===== config.mk =====
export PLATFORM = sky130hd
export DESIGN_NAME = gql_queue
export DESIGN_NICKNAME = d
export VERILOG_FILES = /design/src/hw/rtl/glyph_quad_layout_assert.svh /design/src/hw/rtl/gql_pkg.sv /design/src/hw/rtl/gql_queue.sv
export SDC_FILE = /design/constraint.sdc
export NUM_CORES = 1
export LEC_CHECK = 0
export ABC_AREA = 0
export BUFFER_PORTS_ARGS = -buffer_cell sky130_fd_sc_hd__clkbuf_2
export CAP_MARGIN = 20
export CORE_UTILIZATION = 47
export DETAILED_ROUTE_END_ITERATION = 7
export GPL_TIMING_DRIVEN = 0
export PLACE_DENSITY_LB_ADDON = 0.12
export SKIP_LAST_GASP = 1
export SYNTH_ARGS = -nofsm -noshare
export SYNTH_HDL_FRONTEND = slang
export SYNTH_SLANG_ARGS = --single-unit

===== constraint.sdc =====
create_clock -name clk -period 11.23 [get_ports clk]
set_clock_uncertainty 0.05 [all_clocks]
set_input_delay 2.246 -clock clk [delete_from_list [all_inputs] [get_ports clk]]
set_output_delay 2.246 -clock clk [all_outputs]
set_load 0.02 [all_outputs]

===== src/hw/rtl/glyph_quad_layout_assert.svh =====
// ----------------------------------------------------------------------------
// glyph_quad_layout assertion macros
// Concurrent assertion shorthands; empty when SYNTHESIS is defined.
// ----------------------------------------------------------------------------
`ifndef GLYPH_QUAD_LAYOUT_ASSERT_SVH
`define GLYPH_QUAD_LAYOUT_ASSERT_SVH

`ifndef SYNTHESIS

// Same-cycle implication.
`define GQL_ASSERT_IMPLY(label, clk, rst, ante, cons) \
  label: assert property (@(posedge clk) disable iff (rst) (ante) |-> (cons)) \
    else $error("glyph_quad_layout assertion failed");

// Next-cycle implication.
`define GQL_ASSERT_NEXT(label, clk, rst, ante, cons) \
  label: assert property (@(posedge clk) disable iff (rst) (ante) |=> (cons)) \
    else $error("glyph_quad_layout assertion failed");

`else

`define GQL_ASSERT_IMPLY(label, clk, rst, ante, cons)
`define GQL_ASSERT_NEXT(label, clk, rst, ante, cons)

`endif

`endif


===== src/hw/rtl/gql_pkg.sv =====
// ----------------------------------------------------------------------------
// gql_pkg
// Shared types, constants and helpers of the glyph quad layout block.
// ----------------------------------------------------------------------------
package gql_pkg;

  localparam int GQL_GLYPH_ENTRIES = 256;
  localparam int GQL_TAB_SPACES    = 4;
  // Depth of the queue between front and back; power of two.
  localparam int GQL_QUEUE_DEPTH   = 2;

  localparam int POS_W  = 24;
  // Wide enough for pen + offset + height without overflow.
  localparam int WIDE_W = 27;

  localparam logic [14:0] LINE_HEIGHT_RESET = 15'd1024;

  localparam logic [7:0] CH_TAB     = 8'd9;
  localparam logic [7:0] CH_NEWLINE = 8'd10;
  localparam logic [7:0] CH_RETURN  = 8'd13;
  localparam logic [7:0] CH_SPACE   = 8'd32;

  localparam logic CMD_LOAD   = 1'b0;
  localparam logic CMD_LAYOUT = 1'b1;

  localparam logic [1:0] CORNER_TL = 2'd0;
  localparam logic [1:0] CORNER_BL = 2'd1;
  localparam logic [1:0] CORNER_TR = 2'd2;
  localparam logic [1:0] CORNER_BR = 2'd3;

  typedef logic signed [POS_W-1:0]  pos_t;
  typedef logic signed [WIDE_W-1:0] wide_t;

  typedef struct packed {
    logic               cmd;
    logic [7:0]         char_code;
    logic               start_of_text;
    logic signed [15:0] load_advance_x;
    logic signed [15:0] load_bearing_x;
    logic signed [15:0] load_offset_y;
    logic [14:0]        load_width;
    logic [14:0]        load_height;
    logic [15:0]        load_tex_left;
    logic [15:0]        load_tex_bottom;
    logic [15:0]        load_tex_right;
    logic [15:0]        load_tex_top;
  } gql_in_t;

  typedef struct packed {
    logic signed [23:0] vertex_x;
    logic signed [23:0] vertex_y;
    logic [15:0]        tex_u;
    logic [15:0]        tex_v;
    logic [1:0]         corner;
    logic [15:0]        quad_number;
    logic               last_corner;
  } gql_out_t;

  // One glyph table entry.
  typedef struct packed {
    logic signed [15:0] net;
    logic signed [15:0] offy;
    logic [14:0]        width;
    logic [14:0]        height;
    logic [15:0]        tex_left;
    logic [15:0]        tex_bottom;
    logic [15:0]        tex_right;
    logic [15:0]        tex_top;
  } glyph_t;

  // One finished quad, waiting for corner emission.
  typedef struct packed {
    pos_t        x_left;
    pos_t        x_right;
    pos_t        y_top;
    pos_t        y_bottom;
    logic [15:0] tex_left;
    logic [15:0] tex_bottom;
    logic [15:0] tex_right;
    logic [15:0] tex_top;
    logic [15:0] quad_number;
  } quad_t;

  // Clamp a wide signed value to the 24 bit pen range.
  function automatic pos_t sat_pos(input wide_t v);
    logic [WIDE_W-POS_W:0] upper;
    upper = v[WIDE_W-1:POS_W-1];
    if ((&upper) || !(|upper)) begin
      return v[POS_W-1:0];
    end else if (v[WIDE_W-1]) begin
      return {1'b1, {(POS_W-1){1'b0}}};
    end else begin
      return {1'b0, {(POS_W-1){1'b1}}};
    end
  endfunction

endpackage


===== src/hw/rtl/gql_queue.sv =====
// ----------------------------------------------------------------------------
// gql_queue
// Small FIFO of finished quads between the layout front and vertex back.
// ----------------------------------------------------------------------------
module gql_queue import gql_pkg::*; (
  input  logic  clk,
  input  logic  rst,
  input  logic  wr_en,
  input  quad_t wr_data,
  output logic  q_full,
  input  logic  rd_en,
  output quad_t rd_data,
  output logic  q_empty
);

  localparam int PTR_W = (GQL_QUEUE_DEPTH > 1) ? $clog2(GQL_QUEUE_DEPTH) : 1;
  localparam int CNT_W = $clog2(GQL_QUEUE_DEPTH + 1);

  quad_t            slots [GQL_QUEUE_DEPTH];
  logic [PTR_W-1:0] wr_ptr;
  logic [PTR_W-1:0] rd_ptr;
  logic [CNT_W-1:0] count;

  assign q_full  = (count == CNT_W'(GQL_QUEUE_DEPTH));
  assign q_empty = (count == '0);
  assign rd_data = slots[rd_ptr];

  always_ff @(posedge clk) begin
    if (wr_en) begin
      slots[wr_ptr] <= wr_data;
    end
  end

  always_ff @(posedge clk) begin
    if (rst) begin
      wr_ptr <= '0;
      rd_ptr <= '0;
      count  <= '0;
    end else begin
      if (wr_en) begin
        wr_ptr <= wr_ptr + PTR_W'(1);
      end
      if (rd_en) begin
        rd_ptr <= rd_ptr + PTR_W'(1);
      end
      if (wr_en && !rd_en) begin
        count <= count + CNT_W'(1);
      end else if (rd_en && !wr_en) begin
        count <= count - CNT_W'(1);
      end
    end
  end

endmodule


# After elaboration in Yosys (flattened, before gate mapping)
# Memories as Yosys holds them, arrays and structs flattened. A register that Yosys moved wholly into a read port is not among the register bits.
# Cells that the tools add are included.
[word_totals] register_bits=4 memories=1 ram_bits=352 output_inout_bits=178 elab_cells=21
[memory_table] name="slots" words=2 word_bits=176 read_ports=1 rd_ports_with_merged_regs=1 wr=1 line="gql_queue.sv:19" rtl="quad_t slots [GQL_QUEUE_DEPTH];"
[op_classes] add_sub_neg=4 n_reduce_logical=6 eq_ne=1 muxes=6
[op_table] operator="$mux 1" count=4
[op_table] operator="$mux 2" count=2
[op_table] operator="$add 1x1->1 const B" count=2
[op_table] operator="$add 2x1->2 const B" count=1
[op_table] operator="$eq 2x2->1 const B" count=1
[op_table] operator="$logic_and 1x1->1" count=2
[op_table] operator="$logic_not 1->1" count=2
[op_table] operator="$logic_not 2->1" count=1
[op_table] operator="$reduce_bool 2->1" count=1
[op_table] operator="$sub 2x1->2 const B" count=1

# Logic depth before layout (Yosys ltp)
[depth] word_depth=4 ltp_mapped=5 ltp_nobuf=5

# Worst setup path before layout
# Ideal clock, no wire load.
[synth_path] kind="input to register" startpoint="input port wr_en" endpoint="memory slots[0][0] (netlist name) (enable)" path_slack_ns=0.600 path_buffers=0 stages=1 arrival_time_ns=9.844 required_time_ns=10.444 cell_sequence="nor2b_1"
[synth_between] elab_chain_len=2
[synth_rtl] element="start, declared" line="gql_queue.sv:8" rtl="input logic wr_en,"
[synth_rtl] element="$mux 1" line="gql_queue.sv:29" rtl="if (wr_en) begin"
[synth_rtl] element="$mux 1 (implied by the code)" line="gql_queue.sv:30" rtl="slots[wr_ptr] <= wr_data;"
[synth_rtl] element="end, declared" line="gql_queue.sv:19"
# Every way passes these cells.

==> summary.md <==
| Metric | Value |
|---|---|
| CTS max path bufs | `3` |
| Hold buffers post-CTS | `0` |
| Die Area | `29400 um^2` |
| Final setup viols | `0` |
| Synth area leaders | `edfxtp_1 78%, mux2_4 16%, mux2_2 3.0%` |
| DR WL/cell | `between 15 and 20 um` |
| Worst hold path class | `reg -> reg` |
| Worst Reg-to-Reg Cells | `3` |
| First-pass GRT wire length | `roughly 36000 um` |
| Area leader, netlist | `edfxtp_1` |
| Largest net degree at the start of global routing | `56` |
| Ys async rst share | `0%` |
| Initial antenna violation count | `4` |
| CTS Buf Count | `38` |
| Status | `completed` |
| Worst Path Required | `8930 ps` |
| DR vias | `6592` |
| CP dominant cell by count | `buf_6` |
| Overall Global Routing Usage | `around 16%` |
| Most common cell in the netlist | `edfxtp_1` |
| Startpoint types | `flop` |
| Endpoint class of the critical path | `output port` |
| I/O Buffers | `357` |
| Synth top cells by count | `352 x edfxtp_1, 140 x mux2_4, 36 x mux2_2` |
| Share of layout cells above drive strength 1 | `a little over 60%` |
| Core area | `28000 um^2` |
| # IOs | `358` |
| Post-CTS Setup Inserts | `0` |
| Slew @ Worst Pin | `570 ps` |
| Drt total wl | `25000 um` |
| Post-layout util | `between 60% and 70%` |
| Row count | `61` |
| Endpoints failing hold | `0` |
| Critical path depth in cells | `5` |
| CP Cell Sequence | `buf_6 -> buf_6 -> buf_6 -> mux2_4 -> clkbuf_2` |
| Vias/cell | `about 4.8` |
| Initial core utilization | `48.2%` |
| Synth cell types | `16` |
| Largest fanout on the critical path | `10` |
| H-tree depth | `2` |
| Yosys Warn Count | `0` |
| Synthesis-to-layout area growth | `27.8%` |
| Fin Hold WS | `456 ps` |
| Pre-antenna DRT Iters | `4` |
| Max VDD drop | `0.000171 V` |
| Clk sinks | `approximately 360` |
| Hold Crit Depth | `2` |
| Post-Syn Nets | `751` |
| DP HPWL | `17700 um` |
| Cell Area, Synth | `around 13000 um^2` |
| Max Clk Rate | `about 240 MHz` |
| Clk pin slew, worst setup/hold paths | `60 ps` |
| Slew headroom | `62.0%` |
| CP delay by family, top | `buffers and inverters` |
| Post-Synthesis Cells | `570` |
| PwrDens | `188 nW/um^2` |
| DRC viols | `0` |
| Routed Antenna Nets | `0` |
| Synthesis-stage register bit count | `357` |
| Crit path kind | `reg -> out` |
| Yosys top cell area share | `between 70% and 80%` |
| Fin Setup TNS | `0 ps` |
| CTS tree | `yes` |
| Layout Nets | `1158` |
| Main synth FF type | `edfxtp_1` |
| Reg2reg start | `wr_ptr` |
| CP endpoint | `rd_data[32]` |
| Reg2reg setup slack | `9190 ps` |
| Die H | `171 um` |
| Cts repair resizes | `0` |
| Grt ovf | `0` |
| Post-synth EDFFs | `approximately 350` |
| Worst EP arrival | `1850 ps` |
| Die W | `~170 um` |
| Max-cap viol count | `0` |
| Reg-to-reg critical path endpoint | `slots[1][40]` |
| Max incr delay on CP | `320 ps` |
| Crit-path slowest cell | `dfxtp_1` |
| Detailed Route Iter0 Violations | `between 300 and 400` |
| CP bufs+invs | `4` |
| Worst skew pair latency | `500 ps` |
| Final worst path period need | `roughly 4100 ps` |
| GP Congestion | `0.713` |
| Number of global-route vias before repair | `roughly 6400` |
| Root Driver | `clkbuf_16` |
| Mean Syn Cell Area | `23.7 um^2` |
| Final period util | `36.9%` |
| Part of the Yosys area used for sequential elements | `79.1%` |
| RSZ-0062 raised after global routing | `no` |
| Max-slew violations | `0` |
| Leakage | `6.90 nW` |
layout by cell type (no fill, tap or decap), drive strengths merged:
cell and n:
nor2b 2, xnor2 2, dfxtp 5, mux2 176, clkinvlp 2, buf 30, inv 1, xor2 2
edfxtp 352, nor2 5, bufinv 4, a21oi 1, ha 1, clkbuf 405, and2 1, or3 1
o21ai 1, diode 3, clkinv 11
cells by family (layout without fill, tap and decap cells):
logic type | count (synthesis) | in the layout | share of synthesized area (%)
AOI/OAI and AO/OA | 2 | 2 | 0.0741
and+or+nand+nor | 9 | 9 | 0.325
adders and majority gates | 1 | 1 | 0.0927
xor gates and xnor gates | 4 | 4 | 0.260
DFF | 357 | 357 | 79.1
muxes | 176 | 176 | 18.6
other | 0 | 3 | 0
buffers and inverters | 21 | 453 | 1.56
registers in the layout, indices dropped and copies added (netlist names), named ones only:
name and cells:
slots 352, count 2, wr_ptr 1, rd_ptr 1
how the worst min path moves through the flow:
stage	from	end	slack, ps
after detailed placement	count[1]	count[1]	450
after global placement	count[1]	count[1]	440
after CTS	count[1]	count[1]	450
after floorplan	count[1]	count[1]	410
after global routing	count[1]	count[1]	510
final	count[1]	count[1]	460
cell type report:
cell class / count / area [um^2]
inverter: 1 / 3.75
fill: 2107 / 10800
clock buffer: 48 / 1060
buffer: 20 / 206
clock inverter: 17 / 186
timing repair buffer: 367 / 2020
sequential: 357 / 10700
multi-input combinational: 192 / 2620
antenna: 3 / 7.51
tap: 378 / 473
per-layer routing:
metal	global-route usage [%]	vias to the layer above	wire length, um
li1	-	3089	-
met1	18.0	3218	8900
met2	28.9	232	13100
met3	6.58	49	2390
met4	5.82	4	559
met5	0	-	25
tightest hold or removal path, delay by kind of cell (launching register included):
kind	cells	cell delay (ps)
flip-flops	1	330
AO/OA/AOI/OAI	2	130
through the flow:
| stage | area (um^2) | std cells | power (mW) | setup WS [ps] |
|---|---|---|---|---|
| 2_1_floorplan | 13500 | 570 | 1.90 | 600 |
| 3_3_place_gp | 15700 | 1305 | 2.06 | -4340 |
| 3_5_place_dp | 16000 | 1315 | 2.05 | 7210 |
| 4_1_cts | 17200 | 1380 | 3.28 | 7020 |
| 5_1_grt | 17200 | 1381 | 3.36 | 6990 |
| 6_report | 17200 | 1383 | 3.24 | 7080 |
power breakdown:
| group | internal [mW] | leakage (nW) | total (mW) | switching [mW] |
|---|---|---|---|---|
| Sequential | 1.56 | 3.35 | 1.57 | 0.0176 |
| Combinational | 0.196 | 2.94 | 0.437 | 0.241 |
| Clock | 0.759 | 0.612 | 1.23 | 0.470 |
| Total | 2.51 | 6.90 | 3.24 | 0.728 |
Power figures use the tool's default switching activity.
