===== src/hw/rtl/glyph_quad_layout_assert.svh =====
// ----------------------------------------------------------------------------
// glyph_quad_layout assertion macros
// Concurrent assertion shorthands; empty when SYNTHESIS is defined.
// ----------------------------------------------------------------------------
`ifndef GLYPH_QUAD_LAYOUT_ASSERT_SVH
`define GLYPH_QUAD_LAYOUT_ASSERT_SVH

`ifndef SYNTHESIS

// Same-cycle implication.
`define GQL_ASSERT_IMPLY(label, clk, rst, ante, cons) \
  label: assert property (@(posedge clk) disable iff (rst) (ante) |-> (cons)) \
    else $error("glyph_quad_layout assertion failed");

// Next-cycle implication.
`define GQL_ASSERT_NEXT(label, clk, rst, ante, cons) \
  label: assert property (@(posedge clk) disable iff (rst) (ante) |=> (cons)) \
    else $error("glyph_quad_layout assertion failed");

`else

`define GQL_ASSERT_IMPLY(label, clk, rst, ante, cons)
`define GQL_ASSERT_NEXT(label, clk, rst, ante, cons)

`endif

`endif


===== src/hw/rtl/gql_pkg.sv =====
// ----------------------------------------------------------------------------
// gql_pkg
// Shared types, constants and helpers of the glyph quad layout block.
// ----------------------------------------------------------------------------
package gql_pkg;

  localparam int GQL_GLYPH_ENTRIES = 256;
  localparam int GQL_TAB_SPACES    = 4;
  // Depth of the queue between front and back; power of two.
  localparam int GQL_QUEUE_DEPTH   = 2;

  localparam int POS_W  = 24;
  // Wide enough for pen + offset + height without overflow.
  localparam int WIDE_W = 27;

  localparam logic [14:0] LINE_HEIGHT_RESET = 15'd1024;

  localparam logic [7:0] CH_TAB     = 8'd9;
  localparam logic [7:0] CH_NEWLINE = 8'd10;
  localparam logic [7:0] CH_RETURN  = 8'd13;
  localparam logic [7:0] CH_SPACE   = 8'd32;

  localparam logic CMD_LOAD   = 1'b0;
  localparam logic CMD_LAYOUT = 1'b1;

  localparam logic [1:0] CORNER_TL = 2'd0;
  localparam logic [1:0] CORNER_BL = 2'd1;
  localparam logic [1:0] CORNER_TR = 2'd2;
  localparam logic [1:0] CORNER_BR = 2'd3;

  typedef logic signed [POS_W-1:0]  pos_t;
  typedef logic signed [WIDE_W-1:0] wide_t;

  typedef struct packed {
    logic               cmd;
    logic [7:0]         char_code;
    logic               start_of_text;
    logic signed [15:0] load_advance_x;
    logic signed [15:0] load_bearing_x;
    logic signed [15:0] load_offset_y;
    logic [14:0]        load_width;
    logic [14:0]        load_height;
    logic [15:0]        load_tex_left;
    logic [15:0]        load_tex_bottom;
    logic [15:0]        load_tex_right;
    logic [15:0]        load_tex_top;
  } gql_in_t;

  typedef struct packed {
    logic signed [23:0] vertex_x;
    logic signed [23:0] vertex_y;
    logic [15:0]        tex_u;
    logic [15:0]        tex_v;
    logic [1:0]         corner;
    logic [15:0]        quad_number;
    logic               last_corner;
  } gql_out_t;

  // One glyph table entry.
  typedef struct packed {
    logic signed [15:0] net;
    logic signed [15:0] offy;
    logic [14:0]        width;
    logic [14:0]        height;
    logic [15:0]        tex_left;
    logic [15:0]        tex_bottom;
    logic [15:0]        tex_right;
    logic [15:0]        tex_top;
  } glyph_t;

  // One finished quad, waiting for corner emission.
  typedef struct packed {
    pos_t        x_left;
    pos_t        x_right;
    pos_t        y_top;
    pos_t        y_bottom;
    logic [15:0] tex_left;
    logic [15:0] tex_bottom;
    logic [15:0] tex_right;
    logic [15:0] tex_top;
    logic [15:0] quad_number;
  } quad_t;

  // Clamp a wide signed value to the 24 bit pen range.
  function automatic pos_t sat_pos(input wide_t v);
    logic [WIDE_W-POS_W:0] upper;
    upper = v[WIDE_W-1:POS_W-1];
    if ((&upper) || !(|upper)) begin
      return v[POS_W-1:0];
    end else if (v[WIDE_W-1]) begin
      return {1'b1, {(POS_W-1){1'b0}}};
    end else begin
      return {1'b0, {(POS_W-1){1'b1}}};
    end
  endfunction

endpackage


===== src/hw/rtl/gql_back.sv =====
// ----------------------------------------------------------------------------
// gql_back
// Holds one quad and hands out its four corners in order.
// ----------------------------------------------------------------------------
module gql_back import gql_pkg::*; (
  input  logic     clk,
  input  logic     rst,
  input  logic     q_empty,
  input  quad_t    q_rec,
  output logic     q_pop,
  output logic     empty,
  input  logic     pop,
  output gql_out_t result
);

  logic       busy;
  logic [1:0] corner;
  quad_t      cur;
  logic       done;

  assign done  = busy && pop && (corner == CORNER_BR);
  assign q_pop = !q_empty && (!busy || done);
  assign empty = !busy;

  always_ff @(posedge clk) begin
    if (rst) begin
      busy   <= 1'b0;
      corner <= CORNER_TL;
    end else if (q_pop) begin
      busy   <= 1'b1;
      corner <= CORNER_TL;
    end else if (done) begin
      busy <= 1'b0;
    end else if (busy && pop) begin
      corner <= corner + 2'd1;
    end
  end

  always_ff @(posedge clk) begin
    if (q_pop) begin
      cur <= q_rec;
    end
  end

  // Corner bit 1 picks the right edge, bit 0 the bottom edge.
  always_comb begin
    result.vertex_x    = corner[1] ? cur.x_right : cur.x_left;
    result.vertex_y    = corner[0] ? cur.y_bottom : cur.y_top;
    result.tex_u       = corner[1] ? cur.tex_right : cur.tex_left;
    result.tex_v       = corner[0] ? cur.tex_bottom : cur.tex_top;
    result.corner      = corner;
    result.quad_number = cur.quad_number;
    result.last_corner = (corner == CORNER_BR);
  end

endmodule


===== config.mk =====
export PLATFORM = sky130hd
export DESIGN_NAME = gql_back
export DESIGN_NICKNAME = d
export VERILOG_FILES = /design/src/hw/rtl/glyph_quad_layout_assert.svh /design/src/hw/rtl/gql_pkg.sv /design/src/hw/rtl/gql_back.sv
export SDC_FILE = /design/constraint.sdc
export NUM_CORES = 1
export LEC_CHECK = 0
export ABC_AREA = 0
export BUFFER_PORTS_ARGS = -buffer_cell sky130_fd_sc_hd__buf_2
export CAP_MARGIN = 10
export CORE_UTILIZATION = 31
export DETAILED_ROUTE_END_ITERATION = 7
export MAX_ROUTING_LAYER = met4
export PLACE_DENSITY = 0.65
export REMOVE_ABC_BUFFERS = 1
export SETUP_SLACK_MARGIN = 0.4
export SYNTH_ARGS = -nofsm -noshare
export SYNTH_HDL_FRONTEND = slang
export SYNTH_SLANG_ARGS = --single-unit

===== constraint.sdc =====
create_clock -name clk -period 26.2 [get_ports clk]
set_input_delay 5.24 -clock clk [delete_from_list [all_inputs] [get_ports clk]]
set_output_delay 5.24 -clock clk [all_outputs]
set_load 0.02 [all_outputs]

Word-level counts from Yosys, hierarchy flattened

Cells that the tools add are included.

Register bits after elaboration: 179
Word-level logic and storage cells: 29
Output and inout bits: 101

Equality and inequality tests: 1
Multiplexer cells: 6
Bitwise gates (word level): 1
Reduce and logical (&&, ||, !) cells: 9
Add/sub/neg operators: 1

Operator list:

| cell                                                          | count |
|---|---|
| 24-bit 2-to-1 mux                                             | 2 |
| 16-bit 2-to-1 mux                                             | 2 |
| 1-bit logical AND                                             | 3 |
| 2-bit by 1-bit adder with 2-bit output, second input constant | 1 |
| 2-bit == test, second input constant                          | 1 |
| 1-bit zero test                                               | 2 |
| 1-bit 2-to-1 mux                                              | 2 |
| 2-bit AND reduction                                           | 1 |
| 2-bit nonzero test                                            | 1 |
| 2-bit OR reduction                                            | 1 |
| 1-bit logical OR                                              | 1 |
| 1-bit NOT                                                     | 1 |

Longest topological paths before layout

Gate-level depths: netlist of the first run.

Depth in word-level cells: 5
Mapped depth: 4

Least setup slack after synthesis of the first run

OpenSTA, ideal clock, no wires.

Path kind: input to output
Start: input port pop
End: output port q_pop
Setup slack: 6788 ps
Cell stages on the path: 2
Data arrival time: 14172 ps
Buffers on the path: 0
Required time: 20960 ps
Path through: nand2_1 > a21oi_1

Word-level cells in the longest chain between the ends: 4

RTL lines:

| item                           | line           | text |
|---|---|---|
| start: declaration             | gql_back.sv:12 | `input logic pop,` |
| 1-bit logical AND (2 in a row) | gql_back.sv:21 | `assign done = busy && pop && (corner == CORNER_BR);` |
| 1-bit logical OR               | gql_back.sv:22 | `assign q_pop = !q_empty && (!busy \|\| done);` |
| 1-bit logical AND              | gql_back.sv:22 |  |
| end: declaration               | gql_back.sv:10 | `output logic q_pop,` |

Every way passes these cells.

Worst setup path in the final report of the first run

Same ends and word-level chain as after synthesis.

==> results of run 1 <==
## worst register-to-register path, stage by stage, from the launching register on
cell     delay, ns
dfxtp_4       0.85
ha_1          0.34
nand2_1       0.12
a21oi_4       0.31
buf_12        0.43
buf_4         0.79
## per-stage QoR
step / power, mW / util, % / area [µm²] / setup WS, ns
final: 0.6395 / 41.18 / 8986 / 14.99
after global routing: 0.6665 / 41.18 / 8986 / 14.92
after CTS: 0.6507 / 41.18 / 8986 / 14.93
after detailed placement: 0.4050 / 38.57 / 8417 / 14.94
after global placement: 0.4025 / 38.57 / 8417 / 14.93
after floorplan: 0.3823 / - / 6614 / 6.788
## placed cells by master, fill, tap and decap left out, types with 2 or more instances in the layout
cell type / Yosys / final
inv_6: 0 / 5
clkinv_4: 0 / 3
buf_4: 16 / 2
nand2_1: 2 / 2
clkinvlp_4: 0 / 2
clkinv_8: 0 / 2
edfxtp_1: 176 / 176
clkbuf_16: 0 / 17
buf_2: 0 / 280
inv_8: 0 / 2
mux2_2: 2 / 2
mux2_4: 78 / 78
## where the power goes
| group | switching, mW | internal [mW] |
|---|---|---|
| combinational | 0.0312 | 0.0278 |
| sequential | 0.00490 | 0.333 |
| clock | 0.116 | 0.126 |
| total | 0.152 | 0.487 |
## cell type report
type,instances,area (µm²)
tap,280,350.3
inverter,1,3.754
timing repair buffer,283,1436
multi-input combinational,90,1276
fill,1987,12840
clock inverter,15,143.9
sequential,179,5350
clock buffer,17,425.4
## worst min path at each step
stage                     endpoint  startpoint  slack (ns)
after detailed placement      busy        busy        0.52
after global routing          busy        busy        0.56
after global placement        busy        busy        0.51
after CTS                     busy        busy        0.53
final                         busy        busy        0.53
after floorplan               busy        busy        0.46
## per-layer routing
layer  vias up  share of wire [%]  wire length [µm]
met5         -                  0                 0
met4         0                1.6               212
met3        15                 10              1365
met2       190                 49              6617
met1      1726                 40              5397
li1       1697                  -                 -
## cell families (layout without fill, tap and decap cells)
family,after synthesis,after routing,synth area share [%]
AO/OA/AOI/OAI,2,2,0.1447
XOR/XNOR,1,1,0.1267
adder cells (fa/ha/maj),1,1,0.1809
buffers and inverters,27,316,4.432
flip-flops,179,179,77.28
multiplexers,81,81,17.40
AND/OR/NAND/NOR,5,5,0.4342
## sequential cells by signal, summed over array words and instances (netlist names)
| signal | cells |
|---|---|
| corner | 2 |
| busy | 1 |
| result | 16 |
| cur | 160 |
## synthesized netlist by cell type (all sizes together)
master and instances:
a21oi 2, edfxtp 176, nand3b 1, nand2 2
mux2 80, nor3 2, mux2i 1, ha 1
buf 26, xor2 1, inv 1, dfxtp 3
==> reports/qor.csv, run 1 <==
metric,value,unit
path_clk_slew,0.07,ns
clk_latency,0.42,ns
dp_hpwl,9754,µm
track_usage,12.32,%
grt_pass1_wl,19750,µm
synth-seq-cells,179,
synth_cell_types,16,
drt_drc_violations_left,0,
cp_common_cell,buf_2,
cts.path.max_buffers,2,
cts.sinks,179,
ctsResizeCount,0,
post_cts_buffers,0,
r2r_end,cur[169],
finalClockSkew,0.01059,ns
yosysTopAreaCell,edfxtp_1,
cpPeakStageDelay,0.31,ns
hold_class,register to register,
start_util,31.69,%
cp-end-kind,primary output,
critPathMaxFanout,2,
timing.hold.ws,0.5287,ns
met3_usage,4.880,%
timing.critical_path.from,pop,
cts_made_buffers,17,
routedWlPerCell,15.71,µm
cp.depth,4,
post-route-period-util,42.78,%
use_met1,13.50,%
grt_max_degree,114,
drv_cap,0,
min_period,11.21,ns
synth_area_leaders,"edfxtp_1, mux2_4, buf_12",
portBuffers,280,
cp_slowest_cell,a21oi_4,
yosysWarnings,0,
hold_buffers,0,
timing.fmax,89.22,MHz
core_area,21820,µm²
cp.arrival,5.97,ns
grt-busiest-layer,met2,
crit_required,20.96,ns
crit_family,buffers and inverters,
diodes,0,
dp_cells,833,
relSlewSlack,44.53,%
path_buf_inv,2,
fin_nets,753,
root_buffer,clkbuf_16,
area_growth,29.92,%
finalHoldViolCount,0,
syn_avg_cell_area,23.37,µm²
ctsHtreeMaxLevel,4,
tightest_slew,0.8320,ns
crit_chain,buf_2 > nand2_1 > a21oi_4 > buf_2,
crit_type,input pin to primary output,
grt_pass1_vias,3764,
tns,0,ns
cp-start-kind,input pin,
rsz0062_at_grt,false,
dieArea,22910,µm²
rows,54,
syn_area,6917,µm²
vias,3628,
p_leak,3.683,nW
setup_viol,0,
rr_worst_depth,5,
p_per_area,71.17,nW/µm²
syn_inst,296,
fin_cells,865,
rrSetupSlack,22.97,ns
ant_nets,0,
place.gp.congestion,0.7196,
gr-usage-met2,20.00,%
grt-ovfl-total,0,
chipWidth,151.4,µm
drv_slew,0,
ys_seq_area_share,77.28,%
drive_gt1_share,68.03,%
status,"complete, no violations",
vias_per_cell,4.194,
drt-total-wl,13590,µm
firstDrtPassIters,4,
worst_r2r_startpoint,corner[1],
ir_drop,0.00003493,V
antenna_found_initial,0,
io_pins,281,
die_h,151.4,µm
hold_depth,2,
cp-endpoint,q_pop,
synth_top_area_share,76.41,%
cts_tree,done,
first_iter_violations,106,
No activity file was read; power rests on OpenSTA's default activity.
==> run 2: changes to the inputs <==
- PLACE_DENSITY: 0.65 -> 0.68
- clock period: 26.2 -> 9.3 ns (I/O delays scaled with it)
==> run 2 against run 1 <==
Net effect: non-clock buffer count rose by 2; clock-buffer cell count rose by 2; worst setup slack got worse by 10 ns; sequential share of layout area fell by 0.11 points; critical path depth rose by 1; sequential cell count did not move; clock skew rose by 0.0087 ns; final area rose by 0.14%; via count fell by 0.74%; first-iteration DRC count rose by 45%; total power rose to 2.8 times the previous value; utilization rose by 0.057 points; critical path type unchanged; critical endpoint unchanged.
==> reports/qor.csv, run 2 (same netlist as run 1, synthesis figures left out) <==
metric,value,unit,change
worst_r2r_startpoint,corner[1],,
clk_latency,0.42,ns,about the same
rr_worst_depth,6,,+1
cts_tree,done,,
setup_viol,0,,unchanged
core_area,21820,µm²,unchanged
timing.hold.ws,0.5357,ns,+0.007051 ns
grt_max_degree,75,,-34%
diodes,0,,unchanged
root_buffer,clkbuf_16,,
grt_pass1_wl,19210,µm,-2.7%
crit_type,input pin to primary output,,
portBuffers,280,,unchanged
first_iter_violations,154,,+45%
tns,0,ns,unchanged
rows,54,,unchanged
antenna_found_initial,0,,unchanged
post-route-period-util,51.44,%,
min_to,busy,,
place.gp.congestion,0.7079,,-1.6%
chipWidth,151.4,µm,unchanged
grt-ovfl-total,0,,unchanged
p_per_area,202.5,nW/µm²,+180%
p_leak,3.699,nW,+0.43%
fin_cells,867,,+0.23%
vias,3601,,-0.74%
io_pins,281,,unchanged
timing.fmax,209.0,MHz,
ir_drop,0.0001127,V,+220%
drv_slew,0,,unchanged
ctsHtreeMaxLevel,4,,unchanged
r2r_end,cur[72],,
largest_reg_flops,160,,unchanged
place_ws,4.471,ns,-10.46 ns
cp-end-kind,primary output,,
cp_slowest_cell,buf_4,,
drv_cap,0,,unchanged
crit_chain,buf_2 > nand2_1 > a21oi_4 > buf_4 > buf_2,,
utilization,41.23,%,+0.057 points
final_common_cell,buf_2,,
hold_class,register to register,,
fin_nets,755,,+0.27%
cts_made_buffers,17,,unchanged
relSlewSlack,38.41,%,-6.1 points
largest_register,cur,,
rsz0062_at_grt,false,,
worst_slack,4.516,ns,-10.48 ns
cpPeakStageDelay,0.45,ns,+0.14 ns
finalHoldViolCount,0,,unchanged
path_buf_inv,3,,+1
path_clk_slew,0.06,ns,about the same
cp_common_cell,buf_2,,
cp-start-kind,input pin,,
crit_family,buffers and inverters,,
cp.arrival,2.92,ns,-3.05 ns
stdcell_area,8999,µm²,+0.14%
finalClockSkew,0.01932,ns,+0.008736 ns
final_cell_mix,"buf_2, edfxtp_1, mux2_4",,
dieArea,22910,µm²,unchanged
hold_buffers,0,,unchanged
timing.critical_path.from,pop,,
crit_required,7.44,ns,-13.52 ns
min_period,4.784,ns,
cts.path.max_buffers,2,,unchanged
dp_cells,835,,+0.24%
power,1.823,mW,+180%
status,"complete, no violations",,
drive_gt1_share,67.80,%,-0.23 points
drt-total-wl,13290,µm,-2.2%
drt_drc_violations_left,0,,unchanged
cts.sinks,179,,unchanged
die_h,151.4,µm,unchanged
grt_pass1_vias,3613,,-4.0%
track_usage,12.08,%,-0.23 points
area_growth,30.10,%,
dp_hpwl,9406,µm,-3.6%
post_cts_buffers,0,,unchanged
hp-start,busy,,
rrSetupSlack,6.13,ns,-16.84 ns
ctsResizeCount,0,,unchanged
place_area,8417,µm²,unchanged
ant_nets,0,,unchanged
hold_depth,2,,unchanged
routedWlPerCell,15.33,µm,-2.4%
tightest_slew,0.9239,ns,+0.09183 ns
critPathMaxFanout,40,,+38
firstDrtPassIters,4,,unchanged
vias_per_cell,4.153,,-0.97%
start_util,31.69,%,unchanged
==> run 2: changes by cell type in the layout (fill, tap and decap cells not counted), moves of 2 or more <==
cell       before  now
bufinv_16       0    2
clkbuf_1        0    2
buf_4           2    5
clkinv_8        2    0
inv_6           5    3
==> run 2: layout make-up <==
cell class	instances	area, µm²
Clock buffer	19	432.9
Clock inverter	13	148.9
Fill cell	2020	12820
Inverter	1	3.754
Multi-Input combinational cell	90	1276
Sequential cell	179	5348
Tap cell	280	350.3
Timing Repair Buffer	285	1439
==> run 2: routing by layer <==
layer	share of wire (%)	up-vias	global-route usage, %	wire (µm)
li1	-	1693	-	-
met1	41	1706	13.28	5425
met2	48	194	19.09	6338
met3	10	8	5.030	1360
met4	1.2	0	5.400	165
met5	0	-	-	0
==> run 2: power breakdown <==
part	internal (mW)	switching [mW]	total [mW]	leakage (nW)
combinational	0.0780	0.0893	0.167	1.72
clock	0.401	0.304	0.705	0.282
sequential	0.940	0.0110	0.951	1.70
total	1.42	0.404	1.82	3.70
==> run 2: worst min-delay path, stage by stage (launching register included) <==
cell and delay, ns:
dfxtp_1 0.35, nand2_1 0.07, a21oi_1 0.06
==> run 2: worst max-delay path by stage <==
| stage | to | depth (start not counted) |
|---|---|---|
| floorplan | q_pop | 3 |
| global placement | q_pop | 5 |
| detailed placement | q_pop | 5 |
| CTS | q_pop | 5 |
| global route | q_pop | 5 |
| finish | q_pop | 5 |
==> run 3: changes to the inputs <==
- clock period: 9.3 -> 4.06 ns (I/O delays scaled with it)
==> run 3 against run 2 <==
Net effect: sequential power is 130% higher; global-route usage is 0.11 points lower; die area stayed put; clock skew is 0.0075 ns lower; hold slack better by 0.0011 ns; routed wire length hardly changed; clock power is 130% higher; final cell count is 0.23% lower; via count is 0.64% lower; largest power group unchanged.
==> reports/qor.csv, run 3 (same netlist as run 1, synthesis figures left out) <==
metric,value,unit,change
grt_pass1_vias,3641,,+0.77%
drt_drc_violations_left,0,,unchanged
setup_viol,0,,unchanged
grt-ovfl-total,0,,unchanged
hold_class,register to register,,
final_common_cell,buf_2,,
tightest_slew,1.097,ns,+0.1731 ns
fin_cells,865,,-0.23%
track_usage,11.97,%,-0.11 points
crit_chain,buf_4 > mux2_4 > buf_2,,
drive_gt1_share,68.03,%,+0.23 points
timing.fmax,332.1,MHz,
cts_made_buffers,17,,unchanged
ir_drop,0.0002722,V,+140%
drv_slew,0,,unchanged
finalClockSkew,0.01184,ns,-0.007486 ns
antenna_found_initial,0,,unchanged
area_growth,30.32,%,
dieArea,22910,µm²,unchanged
multi_input_area,1276,µm²,unchanged
largest_register,cur,,
status,"complete, no violations",,
chipWidth,151.4,µm,unchanged
finalHoldViolCount,0,,unchanged
dp_hpwl,9454,µm,+0.51%
relSlewSlack,26.87,%,-12 points
post-route-period-util,74.16,%,
ant_nets,0,,unchanged
vias_per_cell,4.136,,-0.41%
cp-end-kind,primary output,,
timing.hold.ws,0.5368,ns,+0.001106 ns
cts_tree,done,,
crit_type,register to primary output,,
ctsResizeCount,0,,unchanged
routedWlPerCell,15.38,µm,+0.31%
fin_nets,753,,-0.26%
root_buffer,clkbuf_16,,
min_period,3.011,ns,
cp_slowest_cell,dfxtp_2,,
portBuffers,280,,unchanged
p_leak,3.702,nW,about the same
place.gp.congestion,0.7190,,+1.6%
grt_pass1_wl,19110,µm,-0.50%
first_iter_violations,83,,-46%
critPathMaxFanout,23,,-43%
ctsHtreeMaxLevel,4,,unchanged
drv_cap,0,,unchanged
cp.arrival,2.20,ns,-0.72 ns
fillers,2005,,-0.74%
dp_cells,833,,-0.24%
die_h,151.4,µm,unchanged
p_per_area,461.9,nW/µm²,+130%
diodes,0,,unchanged
drt-total-wl,13300,µm,about the same
final_cell_mix,"buf_2, edfxtp_1, mux2_4",,
cts.sinks,179,,unchanged
rsz0062_at_grt,false,,
cpPeakStageDelay,0.77,ns,+0.32 ns
start_util,31.69,%,unchanged
clk_latency,0.42,ns,about the same
firstDrtPassIters,4,,unchanged
crit_required,3.25,ns,-4.19 ns
path_clk_slew,0.07,ns,about the same
cp-start-kind,register,,
largest_reg_flops,160,,unchanged
core_area,21820,µm²,unchanged
vias,3578,,-0.64%
io_pins,281,,unchanged
rows,54,,unchanged
power,4.164,mW,+130%
seq_area,5348,µm²,unchanged
hold_buffers,0,,unchanged
post_cts_buffers,0,,unchanged
cts.path.max_buffers,2,,unchanged
grt_max_degree,179,,+140%
[run 3: area by class of cell]
type	count	share of cell area [%]
clock inverters	15	1.791
inverters	1	0.04164
clock buffers	17	4.720
well taps	280	3.887
multi-input cells	90	14.16
flip-flops and latches	179	59.33
repair buffers	283	16.07
[run 3: layer usage]
layer  wire [µm]  global-route usage [%]  share of wire [%]  up-vias
li1            -                       -                  -     1695
met1        5276                   13.41                 40     1668
met2        6429                   19.27                 48      200
met3        1389                   4.578                 10       15
met4         206                   4.600                1.5        0
met5           0                       -                  0        -
[run 3: worst max-delay path: cells and delay by family (launching register included)]
family / cells / cell delay, ns
DFF: 1 / 0.77
buffers and inverters: 2 / 0.66
muxes: 1 / 0.34
[run 3: through the flow]
step	instance area [µm²]	TNS (ns)	worst slack (ns)	util (%)
after global routing	9014	0	0.9531	41.30
final	9014	0	1.049	41.30
after floorplan	6614	-1442.90	-8.086	-
after CTS	9014	0	0.9959	41.30
after global placement	8427	0	1.462	38.61
after detailed placement	8427	0	1.458	38.61
[run 3: path summary, 6_finish.rpt]
check	start	endpoint	slack [ns]	depth (start not counted)
hold reg to reg	busy	busy	0.54	2
hold / removal	busy	busy	0.54	2
setup / recovery	corner[0]	result[74]	1.05	3
setup reg to reg	corner[0]	cur[79]	1.45	4
[run 3: where the power goes]
group | total, mW | switching (mW) | leakage [nW] | internal (mW)
Combinational | 0.375 | 0.197 | 1.71 | 0.179
Sequential | 2.18 | 0.0315 | 1.70 | 2.15
Clock | 1.60 | 0.776 | 0.288 | 0.828
